===== config.mk =====
export PLATFORM = sky130hd
export DESIGN_NAME = gfnm_div
export DESIGN_NICKNAME = d
export VERILOG_FILES = /design/src/rtl/gfnm_pkg.sv /design/src/rtl/gfnm_div.sv
export SDC_FILE = /design/constraint.sdc
export NUM_CORES = 1
export LEC_CHECK = 0
export ABC_AREA = 1
export BUFFER_PORTS_ARGS = -buffer_cell sky130_fd_sc_hd__buf_2
export CAP_MARGIN = 5
export CELL_PAD_IN_SITES_DETAIL_PLACEMENT = 0
export CELL_PAD_IN_SITES_GLOBAL_PLACEMENT = 1
export CORE_MARGIN = 5
export CORE_UTILIZATION = 34
export CTS_CLUSTER_SIZE = 8
export DETAILED_ROUTE_END_ITERATION = 8
export PLACE_DENSITY_LB_ADDON = 0.25
export REMOVE_ABC_BUFFERS = 1
export SLEW_MARGIN = 20
export SYNTH_ARGS = -nofsm -noshare
export SYNTH_HDL_FRONTEND = slang
export SYNTH_SLANG_ARGS = --single-unit

===== constraint.sdc =====
create_clock -name clock -period 3.65 [get_ports clock]
set_input_delay 0.5475 -clock clock [delete_from_list [all_inputs] [get_ports clock]]
set_output_delay 0.5475 -clock clock [all_outputs]
set_load 0.02 [all_outputs]

===== src/rtl/gfnm_pkg.sv =====
// ----------------------------------------------------------------------------
// gfnm_pkg
// Shared types, codes and constants for the grid gap-fill block.
// ----------------------------------------------------------------------------
package gfnm_pkg;

   localparam int MAX_DIM_DEF   = 64;
   localparam int MAX_CELLS_DEF = 4096;

   localparam int VAL_W   = 32;  // Q16.16 sample
   localparam int IDX_W   = 12;  // cell_index field
   localparam int CNT_W   = 4;   // valid-neighbor count, 0..9
   localparam int SUM_W   = 36;  // signed sum of up to nine samples
   localparam int MAG_W   = 35;  // magnitude of that sum
   localparam int MISS_W  = 13;  // missing_left field
   localparam int DIM_CFG_W  = 7;
   localparam int THR_W      = 16;
   localparam int PASS_W     = 3;
   localparam int CSR_IDX_W  = 2;
   localparam int CSR_DATA_W = 16;

   typedef enum logic [1:0] {
      OP_WRITE = 2'd0,
      OP_FILL  = 2'd1,
      OP_READ  = 2'd2,
      OP_NONE  = 2'd3
   } opcode_type;

   typedef enum logic [CSR_IDX_W-1:0] {
      CSR_COLUMN_COUNT = 2'd0,
      CSR_ROW_COUNT    = 2'd1,
      CSR_THRESHOLD    = 2'd2,
      CSR_PASS_LIMIT   = 2'd3
   } csr_index_type;

   typedef struct packed {
      logic [1:0]              opcode;
      logic [IDX_W-1:0]        cell_index;
      logic signed [VAL_W-1:0] sample_value;
   } req_payload_type;

   typedef struct packed {
      logic signed [VAL_W-1:0] read_value;
      logic                    cell_missing;
      logic [MISS_W-1:0]       missing_left;
   } rsp_payload_type;

   typedef struct packed {
      logic rd_en;
      logic grid_we;
      logic flag_we;
      logic flag_bit;
   } store_ctl_type;

   // Below threshold*65536 is the same as the integer part being below threshold.
   function automatic logic is_below(input logic [VAL_W-1:0] value,
                                     input logic signed [THR_W-1:0] thr);
      return $signed(value[VAL_W-1:VAL_W-THR_W]) < thr;
   endfunction

endpackage


===== src/rtl/gfnm_div.sv =====
// ----------------------------------------------------------------------------
// gfnm_div
// Restoring divider, one quotient bit per cycle, small unsigned divisor.
// ----------------------------------------------------------------------------
module gfnm_div (
   input  logic                         clock,
   input  logic                         reset,
   input  logic                         start,
   input  logic [gfnm_pkg::MAG_W-1:0]   dividend,
   input  logic [gfnm_pkg::CNT_W-1:0]   divisor,
   output logic                         done,
   output logic [gfnm_pkg::MAG_W-1:0]   quotient
);
   localparam int STEP_W = $clog2(gfnm_pkg::MAG_W);

   logic                        busy_ff;
   logic                        done_ff;
   logic [STEP_W-1:0]           step_ff;
   logic [gfnm_pkg::CNT_W-1:0]  rem_ff;
   logic [gfnm_pkg::MAG_W-1:0]  quo_ff;
   logic [gfnm_pkg::CNT_W-1:0]  div_ff;
   logic [gfnm_pkg::CNT_W:0]    shift_in;
   logic                        fit_in;

   assign shift_in = {rem_ff, quo_ff[gfnm_pkg::MAG_W-1]};
   assign fit_in   = shift_in >= {1'b0, div_ff};

   always_ff @(posedge clock) begin
      if (reset) begin
         busy_ff <= 1'b0;
         done_ff <= 1'b0;
      end else begin
         done_ff <= 1'b0;
         if (start) begin
            busy_ff <= 1'b1;
            step_ff <= '0;
            rem_ff  <= '0;
            quo_ff  <= dividend;
            div_ff  <= divisor;
         end else if (busy_ff) begin
            rem_ff <= fit_in ? gfnm_pkg::CNT_W'(shift_in - {1'b0, div_ff})
                             : gfnm_pkg::CNT_W'(shift_in);
            quo_ff <= {quo_ff[gfnm_pkg::MAG_W-2:0], fit_in};
            step_ff <= step_ff + 1'b1;
            if (step_ff == STEP_W'(gfnm_pkg::MAG_W - 1)) begin
               busy_ff <= 1'b0;
               done_ff <= 1'b1;
            end
         end
      end
   end

   assign done     = done_ff;
   assign quotient = quo_ff;
endmodule


==> results of run 1 <==
==> sequential cells by signal, indices dropped and copies added (netlist names) <==
register / cells
done: 1
quotient: 35
step_ff: 6
busy_ff: 1
rem_ff: 4
div_ff: 4
==> report_power, final <==
part           internal, mW  leakage (nW)  switching (mW)
combinational        0.0759         0.846           0.131
sequential            0.693         0.488          0.0214
clock                 0.205        0.0562           0.190
total                 0.974          1.39           0.343
==> metrics by stage <==
stage / utilization [%] / worst slack [ps]
after global routing: 43.3 / 1900
final: 43.3 / 2050
after detailed placement: 41.7 / 1700
after floorplan: - / 186
after global placement: 41.7 / 1700
after CTS: 43.3 / 2010
==> layout by cell type (no fill, tap or decap), drive strengths merged, types with 3 or more instances in the layout <==
master  Yosys  routed
clkbuf      3       5
a21oi       4       4
nand2     114     114
edfxtp     49      49
ha          6       6
buf         6      80
xor2        3       3
nand3       8       8
nor2       13      13
inv        13      14
==> area by class of cell <==
class	instances	area, sq um
fillers	671	3830
flip-flops and latches	51	1510
multi-input cells	158	747
repair buffers	80	408
well taps	80	100
clock buffers	5	68.8
inverters	13	48.8
clock inverters	3	42.5
==> worst max-delay path: stages, from the launching register on <==
cell                       delay (ps)
sky130_fd_sc_hd__edfxtp_1         370
sky130_fd_sc_hd__inv_1             70
sky130_fd_sc_hd__ha_1             230
sky130_fd_sc_hd__fa_1             480
sky130_fd_sc_hd__a21boi_1         160
sky130_fd_sc_hd__nor2_1            60
==> cells by family after synthesis <==
family,after synthesis
adder cells (fa/ha/maj),7
AND/OR/NAND/NOR,138
AO/OA/AOI/OAI,10
buffers and inverters,22
XOR/XNOR,3
flip-flops,51
==> metal layers <==
metal  vias to the layer above  share of wire, %  routed length, um  track usage [%]
li1                        906                 -                  -                -
met1                       811                44               2290             15.5
met2                        51                49               2550             20.3
met3                         5               4.8                249             2.57
met4                         0               1.4                 72             5.13
met5                         -                 0                  0                0
==> path summary, 6_finish.rpt <==
| kind | to | cells after the start | startpoint |
|---|---|---|---|
| setup / recovery | rem_ff[1] | 5 | quotient[34] |
| hold / removal | div_ff[2] | 1 | divisor[2] |
| setup reg to reg | rem_ff[1] | 5 | quotient[34] |
| hold reg to reg | done | 2 | busy_ff |
==> report_table.html, run 1 <==
<table>
<tr><th>Metric</th><th>Value</th></tr>
<tr><th colspan="2">Outcome</th></tr>
<tr><td>Status</td><td>finished clean</td></tr>
<tr><th colspan="2">Placed design</th></tr>
<tr><td>Global placement routability congestion</td><td>~0.76</td></tr>
<tr><td>Area after detailed placement</td><td>2820 sq um</td></tr>
<tr><td>Placed insts</td><td>about 380</td></tr>
<tr><td>I/O Buffers</td><td>between 70 and 80</td></tr>
<tr><td>HPWL Detailed</td><td>around 3700 um</td></tr>
<tr><th colspan="2">Synthesis</th></tr>
<tr><td>Area fraction of the dominant cell type after synthesis</td><td>a little over three fifths</td></tr>
<tr><td>Synth Area in XOR/XNOR</td><td>roughly 1.1%</td></tr>
<tr><td>Synth Register Bits</td><td>just over 50</td></tr>
<tr><td>Most used DFF post-synth</td><td>sky130_fd_sc_hd__edfxtp_1</td></tr>
<tr><td>Top area cells in the synthesized netlist</td><td>sky130_fd_sc_hd__edfxtp_1 (63%), sky130_fd_sc_hd__nand2_1 (18%), sky130_fd_sc_hd__ha_1 (3.2%)</td></tr>
<tr><td>Multiplexer share of the synthesized area</td><td>0%</td></tr>
<tr><td>Most frequently used cell type in the post-synthesis netlist</td><td>sky130_fd_sc_hd__nand2_1</td></tr>
<tr><td>Post-Syn Area per Cell</td><td>between 10 and 15 sq um</td></tr>
<tr><td>Post-synthesis cell type count</td><td>24</td></tr>
<tr><td>Post-synth EDFFs</td><td>49</td></tr>
<tr><td>Post-synth top area cell</td><td>sky130_fd_sc_hd__edfxtp_1</td></tr>
<tr><td>Cell Area, Synth</td><td>about 2300 sq um</td></tr>
<tr><td>Warnings from Yosys</td><td>0</td></tr>
<tr><td>Commonest cells in the netlist</td><td>sky130_fd_sc_hd__nand2_1 (110), sky130_fd_sc_hd__edfxtp_1 (49), sky130_fd_sc_hd__nor2_1 (13), sky130_fd_sc_hd__inv_1 (11), sky130_fd_sc_hd__nand3_1 (8)</td></tr>
<tr><td>Largest family of logic cells by synthesized area</td><td>simple AND/OR/NAND/NOR gates</td></tr>
<tr><td>Count of mapped cells out of synthesis</td><td>231</td></tr>
<tr><td>Simple-gate share of the synthesized area</td><td>between 20% and 30%</td></tr>
<tr><td>Fraction of the mapped netlist area in adder cells</td><td>4.06%</td></tr>
<tr><td>Share of async-settable or async-resettable flops after synthesis</td><td>0%</td></tr>
<tr><td>Fraction of the mapped netlist area in compound gates</td><td>between 2 and 3%</td></tr>
<tr><td>Sequential area share after synthesis</td><td>between 60% and 70%</td></tr>
<tr><th colspan="2">Worst setup path</th></tr>
<tr><td>Critical path startpoint category</td><td>flip-flop</td></tr>
<tr><td>Worst endpoint data arrival time</td><td>about 1700 ps</td></tr>
<tr><td>Nature of the critical path endpoint</td><td>flip-flop</td></tr>
<tr><td>CP Max Fanout</td><td>2</td></tr>
<tr><td>Type of the worst setup path</td><td>flip-flop to flip-flop</td></tr>
<tr><td>Worst setup slack for register-to-register paths</td><td>a little over 2000 ps</td></tr>
<tr><td>Critical path required time</td><td>between 3000 and 4000 ps</td></tr>
<tr><th colspan="2">Power</th></tr>
<tr><td>Power Density</td><td>450 nW/um^2</td></tr>
<tr><td>Leakage component of the power</td><td>1.39 nW</td></tr>
<tr><td>Maximum vdd ir drop</td><td>between 0.0001 and 0.00015 V</td></tr>
<tr><td>Total Power Consumption</td><td>approximately 1.3 mW</td></tr>
<tr><th colspan="2">Clock network</th></tr>
<tr><td>Root buf cell</td><td>sky130_fd_sc_hd__clkbuf_8</td></tr>
<tr><td>Clock-pin slew on the worst setup and hold paths</td><td>90 ps</td></tr>
<tr><td>Deepest level of the CTS H-tree</td><td>2</td></tr>
<tr><td>Clock tree from TritonCTS</td><td>done</td></tr>
<tr><td>Setup repair bufs after CTS</td><td>0</td></tr>
<tr><td>Sinks on Clock Net</td><td>~50</td></tr>
<tr><td>Number of CTS-inserted buffers</td><td>5</td></tr>
<tr><td>Worst-Skew Late Latency</td><td>~310 ps</td></tr>
<tr><td>Number of buffers inserted for hold repair after clock tree synthesis</td><td>0</td></tr>
<tr><td>Max clock buf depth</td><td>2</td></tr>
<tr><td>Resized cells post-CTS</td><td>0</td></tr>
<tr><th colspan="2">Global route</th></tr>
<tr><td>GRT Total Usage</td><td>approximately an eighth</td></tr>
<tr><td>Maximum number of pins on one net before global-route repair</td><td>between 40 and 50</td></tr>
<tr><td>Global-route congestion overflow total</td><td>0</td></tr>
<tr><td>Number of antenna violations at the first check in global routing</td><td>0</td></tr>
<tr><td>Wire length of the first global-routing pass</td><td>roughly 8300 um</td></tr>
<tr><td>Vias in the first global route</td><td>roughly 1800</td></tr>
<tr><th colspan="2">Worst hold path</th></tr>
<tr><td>Classification of the worst-slack hold path</td><td>input port to flip-flop</td></tr>
<tr><th colspan="2">Route</th></tr>
<tr><td>Detail Route Antenna Nets</td><td>0</td></tr>
<tr><td>Wirelength per Cell</td><td>around 13 um</td></tr>
<tr><td>First-pass DRT Iterations</td><td>4</td></tr>
<tr><td>Via count</td><td>between 1500 and 2000</td></tr>
<tr><td>Post-DR vias/cell</td><td>4.55</td></tr>
<tr><td>First-iteration detailed-routing DRC count</td><td>97</td></tr>
<tr><td>DRC viols</td><td>0</td></tr>
<tr><td>Final wirelength</td><td>5160 um</td></tr>
<tr><th colspan="2">Floorplan</th></tr>
<tr><td>Initial core utilization</td><td>a little over a third</td></tr>
<tr><td>Height of the die</td><td>approximately 93 um</td></tr>
<tr><td>I/O pin count</td><td>78</td></tr>
<tr><td>Horiz. Die Dim</td><td>slightly above 90 um</td></tr>
<tr><td>Die Footprint</td><td>between 8000 and 9000 sq um</td></tr>
<tr><td>Standard cell core area</td><td>around 6800 sq um</td></tr>
<tr><td>Standard-cell rows</td><td>30</td></tr>
<tr><th colspan="2">STA</th></tr>
<tr><td>Shortest period the worst path allows</td><td>1600 ps</td></tr>
<tr><td>Portion of the clock cycle consumed by the worst path in the final layout</td><td>43.9%</td></tr>
<tr><td>Finish-stage setup viols</td><td>0</td></tr>
<tr><td>Total negative slack for setup checks</td><td>0 ps</td></tr>
<tr><td>Setup repair after global routing missed its margin</td><td>no</td></tr>
<tr><td>Slew at the pin with the worst max-slew slack</td><td>approximately 460 ps</td></tr>
<tr><td>Worst clock skew</td><td>between 7 and 8 ps</td></tr>
<tr><td>Number of max-slew violations in the final report</td><td>0</td></tr>
<tr><td>Final hold slack</td><td>slightly above 400 ps</td></tr>
<tr><td>Max-Slew Margin vs Limit</td><td>69.1%</td></tr>
<tr><td>Maximum frequency from static timing analysis</td><td>about 620 MHz</td></tr>
<tr><td>Final-report hold violation count</td><td>0</td></tr>
<tr><th colspan="2">Layout</th></tr>
<tr><td>Count of inserted antenna diode cells</td><td>0</td></tr>
<tr><td>Finished layout cell area</td><td>2930 sq um</td></tr>
<tr><td>Layout Cells excl Fill</td><td>roughly 400</td></tr>
<tr><td>Number of nets in the final layout</td><td>~360</td></tr>
<tr><td>Fraction of layout instances using a drive strength above 1</td><td>a little under a third</td></tr>
<tr><td>Area overhead of the layout relative to synthesis</td><td>24.9%</td></tr>
<tr><th colspan="2">Flow run</th></tr>
<tr><td>Number of maximum-capacitance constraint violations</td><td>0</td></tr>
</table>
No activity file was read; power rests on OpenSTA's default activity.
==> run 2, diff against run 1 <==
Settings changed: CORE_UTILIZATION 34 to 37.
Clock period 3.65 ns to 1.5 ns, I/O delays scaled along.
==> report_table.html, run 2 (synthesized netlist as in run 1, its figures left out) <==
<table>
<tr><th>Metric</th><th>Value</th></tr>
<tr><th colspan="2">Outcome</th></tr>
<tr><td>Status</td><td>finished, violations left</td></tr>
<tr><td>Violations in the final reports</td><td>negative setup slack</td></tr>
<tr><th colspan="2">Placed design</th></tr>
<tr><td>Area after detailed placement</td><td>2870 sq um</td></tr>
<tr><td>Placed insts</td><td>between 300 and 400</td></tr>
<tr><td>Global placement routability congestion</td><td>0.790</td></tr>
<tr><td>I/O Buffers</td><td>77</td></tr>
<tr><td>Setup WS pre-CTS</td><td>-86.2 ps</td></tr>
<tr><td>HPWL Detailed</td><td>between 3000 and 4000 um</td></tr>
<tr><th colspan="2">Power</th></tr>
<tr><td>Maximum vdd ir drop</td><td>about 0.00049 V</td></tr>
<tr><td>Internal cell power</td><td>roughly 2.3 mW</td></tr>
<tr><td>Net switching power of the design</td><td>just over 0.8 mW</td></tr>
<tr><td>Clock power frac</td><td>~25%</td></tr>
<tr><td>Register share of total power</td><td>a little under three fifths</td></tr>
<tr><td>Logic gate share of total power</td><td>between 10% and 20%</td></tr>
<tr><td>Total Power Consumption</td><td>~3.1 mW</td></tr>
<tr><td>Proportion of total power due to net switching</td><td>between 20% and 30%</td></tr>
<tr><td>Leakage component of the power</td><td>1.43 nW</td></tr>
<tr><td>Power Density</td><td>1010 nW/um^2</td></tr>
<tr><th colspan="2">Global route</th></tr>
<tr><td>Wire length of the first global-routing pass</td><td>slightly above 8000 um</td></tr>
<tr><td>Number of antenna violations at the first check in global routing</td><td>0</td></tr>
<tr><td>Maximum number of pins on one net before global-route repair</td><td>42</td></tr>
<tr><td>Vias in the first global route</td><td>approximately 1700</td></tr>
<tr><td>Global-route congestion overflow total</td><td>0</td></tr>
<tr><td>GRT Total Usage</td><td>13.2%</td></tr>
<tr><th colspan="2">Worst hold path</th></tr>
<tr><td>Classification of the worst-slack hold path</td><td>input port to flip-flop</td></tr>
<tr><td>Hold Path Stages</td><td>1</td></tr>
<tr><th colspan="2">STA</th></tr>
<tr><td>Max-Slew Margin vs Limit</td><td>about three quarters</td></tr>
<tr><td>Setup repair after global routing missed its margin</td><td>yes</td></tr>
<tr><td>Final-report hold violation count</td><td>0</td></tr>
<tr><td>Worst clock skew</td><td>8.33 ps</td></tr>
<tr><td>Portion of the clock cycle consumed by the worst path in the final layout</td><td>103%</td></tr>
<tr><td>Maximum frequency from static timing analysis</td><td>between 600 and 700 MHz</td></tr>
<tr><td>Final hold slack</td><td>roughly 94 ps</td></tr>
<tr><td>Final worst-path setup slack</td><td>-48.0 ps</td></tr>
<tr><td>Total negative slack for setup checks</td><td>-65.3 ps</td></tr>
<tr><td>Shortest period the worst path allows</td><td>roughly 1500 ps</td></tr>
<tr><td>Number of max-slew violations in the final report</td><td>0</td></tr>
<tr><td>Finish-stage setup viols</td><td>2</td></tr>
<tr><td>Slew at the pin with the worst max-slew slack</td><td>about 400 ps</td></tr>
<tr><th colspan="2">Route</th></tr>
<tr><td>DRC viols</td><td>0</td></tr>
<tr><td>Via count</td><td>1781</td></tr>
<tr><td>Detail Route Antenna Nets</td><td>0</td></tr>
<tr><td>First-iteration detailed-routing DRC count</td><td>between 50 and 60</td></tr>
<tr><td>Final wirelength</td><td>between 5000 and 6000 um</td></tr>
<tr><td>Wirelength per Cell</td><td>~13 um</td></tr>
<tr><td>Post-DR vias/cell</td><td>around 4.5</td></tr>
<tr><td>First-pass DRT Iterations</td><td>4</td></tr>
<tr><th colspan="2">Layout</th></tr>
<tr><td>Total area of multi-input combinational cells</td><td>approximately 800 sq um</td></tr>
<tr><td>Most frequent cells in the layout</td><td>sky130_fd_sc_hd__nand2_1 (108), sky130_fd_sc_hd__buf_2 (76), sky130_fd_sc_hd__edfxtp_1 (49), sky130_fd_sc_hd__nor2_1 (13)</td></tr>
<tr><td>Finished layout cell area</td><td>approximately 3100 sq um</td></tr>
<tr><td>FF+latch area</td><td>roughly 1500 sq um</td></tr>
<tr><td>Area overhead of the layout relative to synthesis</td><td>30.2%</td></tr>
<tr><td>Number of nets in the final layout</td><td>around 370</td></tr>
<tr><td>Final core area utilization</td><td>48.9%</td></tr>
<tr><td>Commonest non-fill, non-tap cell in the layout</td><td>sky130_fd_sc_hd__nand2_1</td></tr>
<tr><td>Number of flip-flops under the largest register name</td><td>35</td></tr>
<tr><td>Layout Cells excl Fill</td><td>slightly below 400</td></tr>
<tr><td>Final-layout fill cell count</td><td>between 600 and 700</td></tr>
<tr><td>Count of inserted antenna diode cells</td><td>0</td></tr>
<tr><td>Fraction of layout instances using a drive strength above 1</td><td>about 35%</td></tr>
<tr><th colspan="2">Floorplan</th></tr>
<tr><td>Standard cell core area</td><td>6240 sq um</td></tr>
<tr><td>Standard-cell rows</td><td>29</td></tr>
<tr><td>Die Footprint</td><td>about 8000 sq um</td></tr>
<tr><td>Initial core utilization</td><td>37.6%</td></tr>
<tr><td>I/O pin count</td><td>78</td></tr>
<tr><td>Height of the die</td><td>around 90 um</td></tr>
<tr><td>Horiz. Die Dim</td><td>between 80 and 90 um</td></tr>
<tr><th colspan="2">Clock network</th></tr>
<tr><td>Clock tree from TritonCTS</td><td>done</td></tr>
<tr><td>Number of CTS-inserted buffers</td><td>5</td></tr>
<tr><td>Max clock buf depth</td><td>2</td></tr>
<tr><td>Worst-Skew Late Latency</td><td>around 300 ps</td></tr>
<tr><td>Sinks on Clock Net</td><td>51</td></tr>
<tr><td>Deepest level of the CTS H-tree</td><td>2</td></tr>
<tr><td>Clock-pin slew on the worst setup and hold paths</td><td>around 90 ps</td></tr>
<tr><td>Root buf cell</td><td>sky130_fd_sc_hd__clkbuf_8</td></tr>
<tr><th colspan="2">Worst setup path</th></tr>
<tr><td>Type of the worst setup path</td><td>flip-flop to flip-flop</td></tr>
<tr><td>Critical path required time</td><td>1570 ps</td></tr>
<tr><td>Worst endpoint data arrival time</td><td>about 1600 ps</td></tr>
<tr><td>CP Max Fanout</td><td>2</td></tr>
<tr><td>Nature of the critical path endpoint</td><td>flip-flop</td></tr>
<tr><td>Critical path startpoint category</td><td>flip-flop</td></tr>
<tr><td>Worst reg-to-reg path cell count</td><td>4</td></tr>
<tr><th colspan="2">Flow run</th></tr>
<tr><td>Number of maximum-capacitance constraint violations</td><td>0</td></tr>
</table>
==> run 2: cell count changes in the layout (fill, tap and decap cells not counted), moves of 2 or more <==
| cell | change |
|---|---|
| sky130_fd_sc_hd__buf_4 | +7 |
| sky130_fd_sc_hd__clkbuf_1 | +3 |
| sky130_fd_sc_hd__nand2_1 | -2 |
| sky130_fd_sc_hd__ha_1 | -3 |
| sky130_fd_sc_hd__ha_4 | +3 |
| sky130_fd_sc_hd__nand2_2 | +2 |
| sky130_fd_sc_hd__buf_12 | +2 |
==> run 2: final timing paths <==
check,startpoint,to,slack (ps)
max,div_ff[0],rem_ff[1],-50
min,divisor[0],div_ff[0],90
max reg2reg,div_ff[0],rem_ff[1],-50
min reg2reg,busy_ff,done,510
==> run 2: final cells by class <==
class / count / share of cell area, %
multi-input cells: 158 / 26.5
clock buffers: 8 / 2.62
repair buffers: 89 / 16.6
well taps: 77 / 3.16
inverters: 13 / 1.60
flip-flops and latches: 51 / 49.5
==> run 2: power by group through the flow <==
| stage | Combinational [mW] | Clock [mW] | Sequential, mW |
|---|---|---|---|
| 6_report | 0.585 | 0.763 | 1.74 |
| 5_1_grt | 0.660 | 0.834 | 1.75 |
| 4_1_cts | 0.569 | 0.796 | 1.74 |
| 3_5_place_dp | 0.547 | 0 | 1.77 |
| 3_3_place_gp | 0.540 | 0 | 1.77 |
| 2_1_floorplan | 0.239 | 0 | 1.85 |
==> run 2: what timing repair did <==
action	in CTS	in global routing
gates resized for setup	4	9
hold buffers	0	0
cloned	0	0
endpoints found under the setup margin	4	4
setup buffers	3	1
pin swaps	4	6
==> run 2: metal layers <==
layer	track usage, %	vias up	part of all wire, %
li1	-	925	-
met1	16.9	792	42
met2	21.6	57	49
met3	3.01	7	7.5
met4	5.14	0	1.6
met5	0	-	0
==> run 2: critical path, cell delays in order (launching register included) <==
cell,delay (ps)
sky130_fd_sc_hd__edfxtp_1,420
sky130_fd_sc_hd__ha_4,180
sky130_fd_sc_hd__fa_2,510
sky130_fd_sc_hd__a21boi_2,140
sky130_fd_sc_hd__nor2_1,50
==> run 3, diff against run 2 <==
Settings changed: CORE_UTILIZATION 37 to 40.
Clock period 1.5 ns to 1.8 ns, I/O delays scaled along.
==> report_table.html, run 3 (synthesized netlist as in run 1, its figures left out) <==
<table>
<tr><th>Metric</th><th>Value</th></tr>
<tr><th colspan="2">Outcome</th></tr>
<tr><td>Status</td><td>finished clean</td></tr>
<tr><th colspan="2">Flow run</th></tr>
<tr><td>Number of maximum-capacitance constraint violations</td><td>0</td></tr>
<tr><th colspan="2">Route</th></tr>
<tr><td>Via count</td><td>roughly 1700</td></tr>
<tr><td>Post-DR vias/cell</td><td>between 4 and 5</td></tr>
<tr><td>Detail Route Antenna Nets</td><td>0</td></tr>
<tr><td>First-pass DRT Iterations</td><td>4</td></tr>
<tr><td>Final wirelength</td><td>~5100 um</td></tr>
<tr><td>First-iteration detailed-routing DRC count</td><td>approximately 60</td></tr>
<tr><td>Wirelength per Cell</td><td>about 13 um</td></tr>
<tr><td>DRC viols</td><td>0</td></tr>
<tr><th colspan="2">STA</th></tr>
<tr><td>Portion of the clock cycle consumed by the worst path in the final layout</td><td>87.7%</td></tr>
<tr><td>Shortest period the worst path allows</td><td>between 1500 and 2000 ps</td></tr>
<tr><td>Final hold slack</td><td>139 ps</td></tr>
<tr><td>Finish-stage setup viols</td><td>0</td></tr>
<tr><td>Max-Slew Margin vs Limit</td><td>between 70 and 80%</td></tr>
<tr><td>Worst clock skew</td><td>3.39 ps</td></tr>
<tr><td>Final-report hold violation count</td><td>0</td></tr>
<tr><td>Slew at the pin with the worst max-slew slack</td><td>~430 ps</td></tr>
<tr><td>Maximum frequency from static timing analysis</td><td>between 600 and 700 MHz</td></tr>
<tr><td>Number of max-slew violations in the final report</td><td>0</td></tr>
<tr><td>Setup repair after global routing missed its margin</td><td>no</td></tr>
<tr><th colspan="2">Worst setup path</th></tr>
<tr><td>Critical path required time</td><td>between 1500 and 2000 ps</td></tr>
<tr><td>Critical path startpoint category</td><td>flip-flop</td></tr>
<tr><td>Worst reg-to-reg path cell count</td><td>7</td></tr>
<tr><td>Type of the worst setup path</td><td>flip-flop to flip-flop</td></tr>
<tr><td>Crit-path most repeated cell</td><td>sky130_fd_sc_hd__nor2_1</td></tr>
<tr><td>Worst setup slack for register-to-register paths</td><td>approximately 220 ps</td></tr>
<tr><td>Worst reg2reg path startpoint</td><td>rem_ff[1]</td></tr>
<tr><td>Nature of the critical path endpoint</td><td>flip-flop</td></tr>
<tr><td>Ordered list of cells on the worst path</td><td>ha_1, a21oi_2, nand2_1, nand2_4, nand2_2, nor2_1, nor2_1</td></tr>
<tr><td>Cell family with most CP delay</td><td>flip-flops</td></tr>
<tr><td>Worst endpoint data arrival time</td><td>between 1500 and 2000 ps</td></tr>
<tr><td>Capturing point of the worst reg2reg path</td><td>rem_ff[2]</td></tr>
<tr><td>Library cell contributing the largest single delay on the critical path</td><td>sky130_fd_sc_hd__edfxtp_1</td></tr>
<tr><td>Number of buffer and inverter stages on the critical path</td><td>0</td></tr>
<tr><td>CP max stage delay</td><td>roughly 400 ps</td></tr>
<tr><td>CP Max Fanout</td><td>8</td></tr>
<tr><th colspan="2">Global route</th></tr>
<tr><td>GRT Total Usage</td><td>between 10% and 20%</td></tr>
<tr><td>Wire length of the first global-routing pass</td><td>7960 um</td></tr>
<tr><td>Maximum number of pins on one net before global-route repair</td><td>44</td></tr>
<tr><td>Global-route congestion overflow total</td><td>0</td></tr>
<tr><td>Vias in the first global route</td><td>approximately 1700</td></tr>
<tr><td>Number of antenna violations at the first check in global routing</td><td>0</td></tr>
<tr><th colspan="2">Floorplan</th></tr>
<tr><td>Horiz. Die Dim</td><td>around 87 um</td></tr>
<tr><td>Initial core utilization</td><td>between 40% and 50%</td></tr>
<tr><td>Standard-cell rows</td><td>27</td></tr>
<tr><td>Height of the die</td><td>86.5 um</td></tr>
<tr><td>I/O pin count</td><td>78</td></tr>
<tr><td>Standard cell core area</td><td>roughly 5600 sq um</td></tr>
<tr><td>Die Footprint</td><td>roughly 7500 sq um</td></tr>
<tr><th colspan="2">Placed design</th></tr>
<tr><td>I/O Buffers</td><td>77</td></tr>
<tr><td>Area after detailed placement</td><td>~2800 sq um</td></tr>
<tr><td>HPWL Detailed</td><td>about 3600 um</td></tr>
<tr><td>Global placement routability congestion</td><td>0.772</td></tr>
<tr><th colspan="2">Layout</th></tr>
<tr><td>Number of nets in the final layout</td><td>between 300 and 400</td></tr>
<tr><td>Most frequent cells in the layout</td><td>sky130_fd_sc_hd__nand2_1 (110), sky130_fd_sc_hd__buf_2 (77), sky130_fd_sc_hd__edfxtp_1 (49), sky130_fd_sc_hd__nor2_1 (13), sky130_fd_sc_hd__inv_1 (11)</td></tr>
<tr><td>Count of inserted antenna diode cells</td><td>0</td></tr>
<tr><td>Finished layout cell area</td><td>roughly 2900 sq um</td></tr>
<tr><td>FF+latch area</td><td>1510 sq um</td></tr>
<tr><td>Number of flip-flops under the largest register name</td><td>35</td></tr>
<tr><td>Total area of multi-input combinational cells</td><td>approximately 750 sq um</td></tr>
<tr><td>Area overhead of the layout relative to synthesis</td><td>23.7%</td></tr>
<tr><td>Fraction of layout instances using a drive strength above 1</td><td>30.3%</td></tr>
<tr><td>Final-layout fill cell count</td><td>547</td></tr>
<tr><td>Commonest non-fill, non-tap cell in the layout</td><td>sky130_fd_sc_hd__nand2_1</td></tr>
<tr><th colspan="2">Clock network</th></tr>
<tr><td>Root buf cell</td><td>sky130_fd_sc_hd__clkbuf_8</td></tr>
<tr><td>Resized cells post-CTS</td><td>0</td></tr>
<tr><td>Deepest level of the CTS H-tree</td><td>2</td></tr>
<tr><td>Max clock buf depth</td><td>2</td></tr>
<tr><td>Worst-Skew Late Latency</td><td>roughly 300 ps</td></tr>
<tr><td>Clock tree from TritonCTS</td><td>done</td></tr>
<tr><td>Setup repair bufs after CTS</td><td>0</td></tr>
<tr><td>Number of CTS-inserted buffers</td><td>5</td></tr>
<tr><td>Clock-pin slew on the worst setup and hold paths</td><td>around 90 ps</td></tr>
<tr><td>Sinks on Clock Net</td><td>51</td></tr>
<tr><td>Number of buffers inserted for hold repair after clock tree synthesis</td><td>0</td></tr>
<tr><th colspan="2">Power</th></tr>
<tr><td>Power Density</td><td>864 nW/um^2</td></tr>
<tr><td>Net switching power of the design</td><td>roughly 0.67 mW</td></tr>
<tr><td>Register share of total power</td><td>~58%</td></tr>
<tr><td>Clock power frac</td><td>around a quarter</td></tr>
<tr><td>Proportion of total power due to net switching</td><td>between 20% and 30%</td></tr>
<tr><td>Internal cell power</td><td>between 1.5 and 2 mW</td></tr>
<tr><td>Logic gate share of total power</td><td>17.1%</td></tr>
<tr><td>Leakage component of the power</td><td>about 1.4 nW</td></tr>
<tr><td>Maximum vdd ir drop</td><td>0.000398 V</td></tr>
<tr><th colspan="2">Worst hold path</th></tr>
<tr><td>Worst Hold End</td><td>div_ff[1]</td></tr>
<tr><td>Classification of the worst-slack hold path</td><td>input port to flip-flop</td></tr>
<tr><td>Min-Delay Startpoint</td><td>divisor[1]</td></tr>
<tr><td>Hold Path Stages</td><td>1</td></tr>
</table>
run 3: cell types whose count changed in the layout (fill, tap and decap cells not counted), moves of 2 or more:
cell,change
sky130_fd_sc_hd__buf_4,-8
sky130_fd_sc_hd__clkbuf_1,-2
sky130_fd_sc_hd__clkinv_1,+2
sky130_fd_sc_hd__ha_1,+3
sky130_fd_sc_hd__ha_4,-3
sky130_fd_sc_hd__nand2_1,+2
sky130_fd_sc_hd__nand2_2,-2
run 3: worst max-delay path by stage:
stage	depth (start not counted)	to	start	slack (ps)
after floorplan	2	quotient[0]	start	-1390
after global placement	7	rem_ff[2]	rem_ff[1]	260
after detailed placement	7	rem_ff[2]	rem_ff[1]	220
after CTS	7	rem_ff[2]	rem_ff[1]	210
after global routing	8	rem_ff[2]	rem_ff[1]	100
final	7	rem_ff[2]	rem_ff[1]	220
run 3: power by group through the flow:
stage / Combinational (mW) / Sequential (mW) / Clock (mW)
2_1_floorplan: 0.199 / 1.54 / 0
3_3_place_gp: 0.432 / 1.47 / 0
3_5_place_dp: 0.437 / 1.47 / 0
4_1_cts: 0.437 / 1.45 / 0.660
5_1_grt: 0.483 / 1.46 / 0.696
6_report: 0.427 / 1.44 / 0.631
run 3: routing by layer:
metal,share of wire [%],routed length [um],global-route usage [%],vias to the layer above
met3,6.7,339,4.09,6
met5,0,0,0,-
met2,49,2470,22.4,43
li1,-,-,-,907
met4,1.1,56,4.25,0
met1,44,2220,17.2,756
run 3: layout make-up:
| cell class | instances | area share [%] |
|---|---|---|
| Clock inverter | 2 | 0.259 |
| Sequential cell | 51 | 52.2 |
| Timing Repair Buffer | 80 | 14.5 |
| Clock buffer | 6 | 2.50 |
| Tap cell | 72 | 3.11 |
| Multi-Input combinational cell | 158 | 25.8 |
| Inverter | 13 | 1.68 |
run 3: worst register-to-register path: stages (launching register included):
cell,delay (ps)
sky130_fd_sc_hd__edfxtp_1,400
sky130_fd_sc_hd__ha_1,380
sky130_fd_sc_hd__a21oi_2,160
sky130_fd_sc_hd__nand2_1,100
sky130_fd_sc_hd__nand2_4,110
sky130_fd_sc_hd__nand2_2,60
sky130_fd_sc_hd__nor2_1,80
sky130_fd_sc_hd__nor2_1,50
run 3: through the flow:
step	util, %	TNS [ps]	power, mW	setup slack, ps	std cells
finish	51.7	0	2.50	222	382
global route	51.7	0	2.63	99.9	382
CTS	51.7	0	2.54	211	382
detailed placement	50.2	0	1.91	225	374
global placement	50.2	0	1.90	262	374
floorplan	-	-63660	1.74	-1390	222
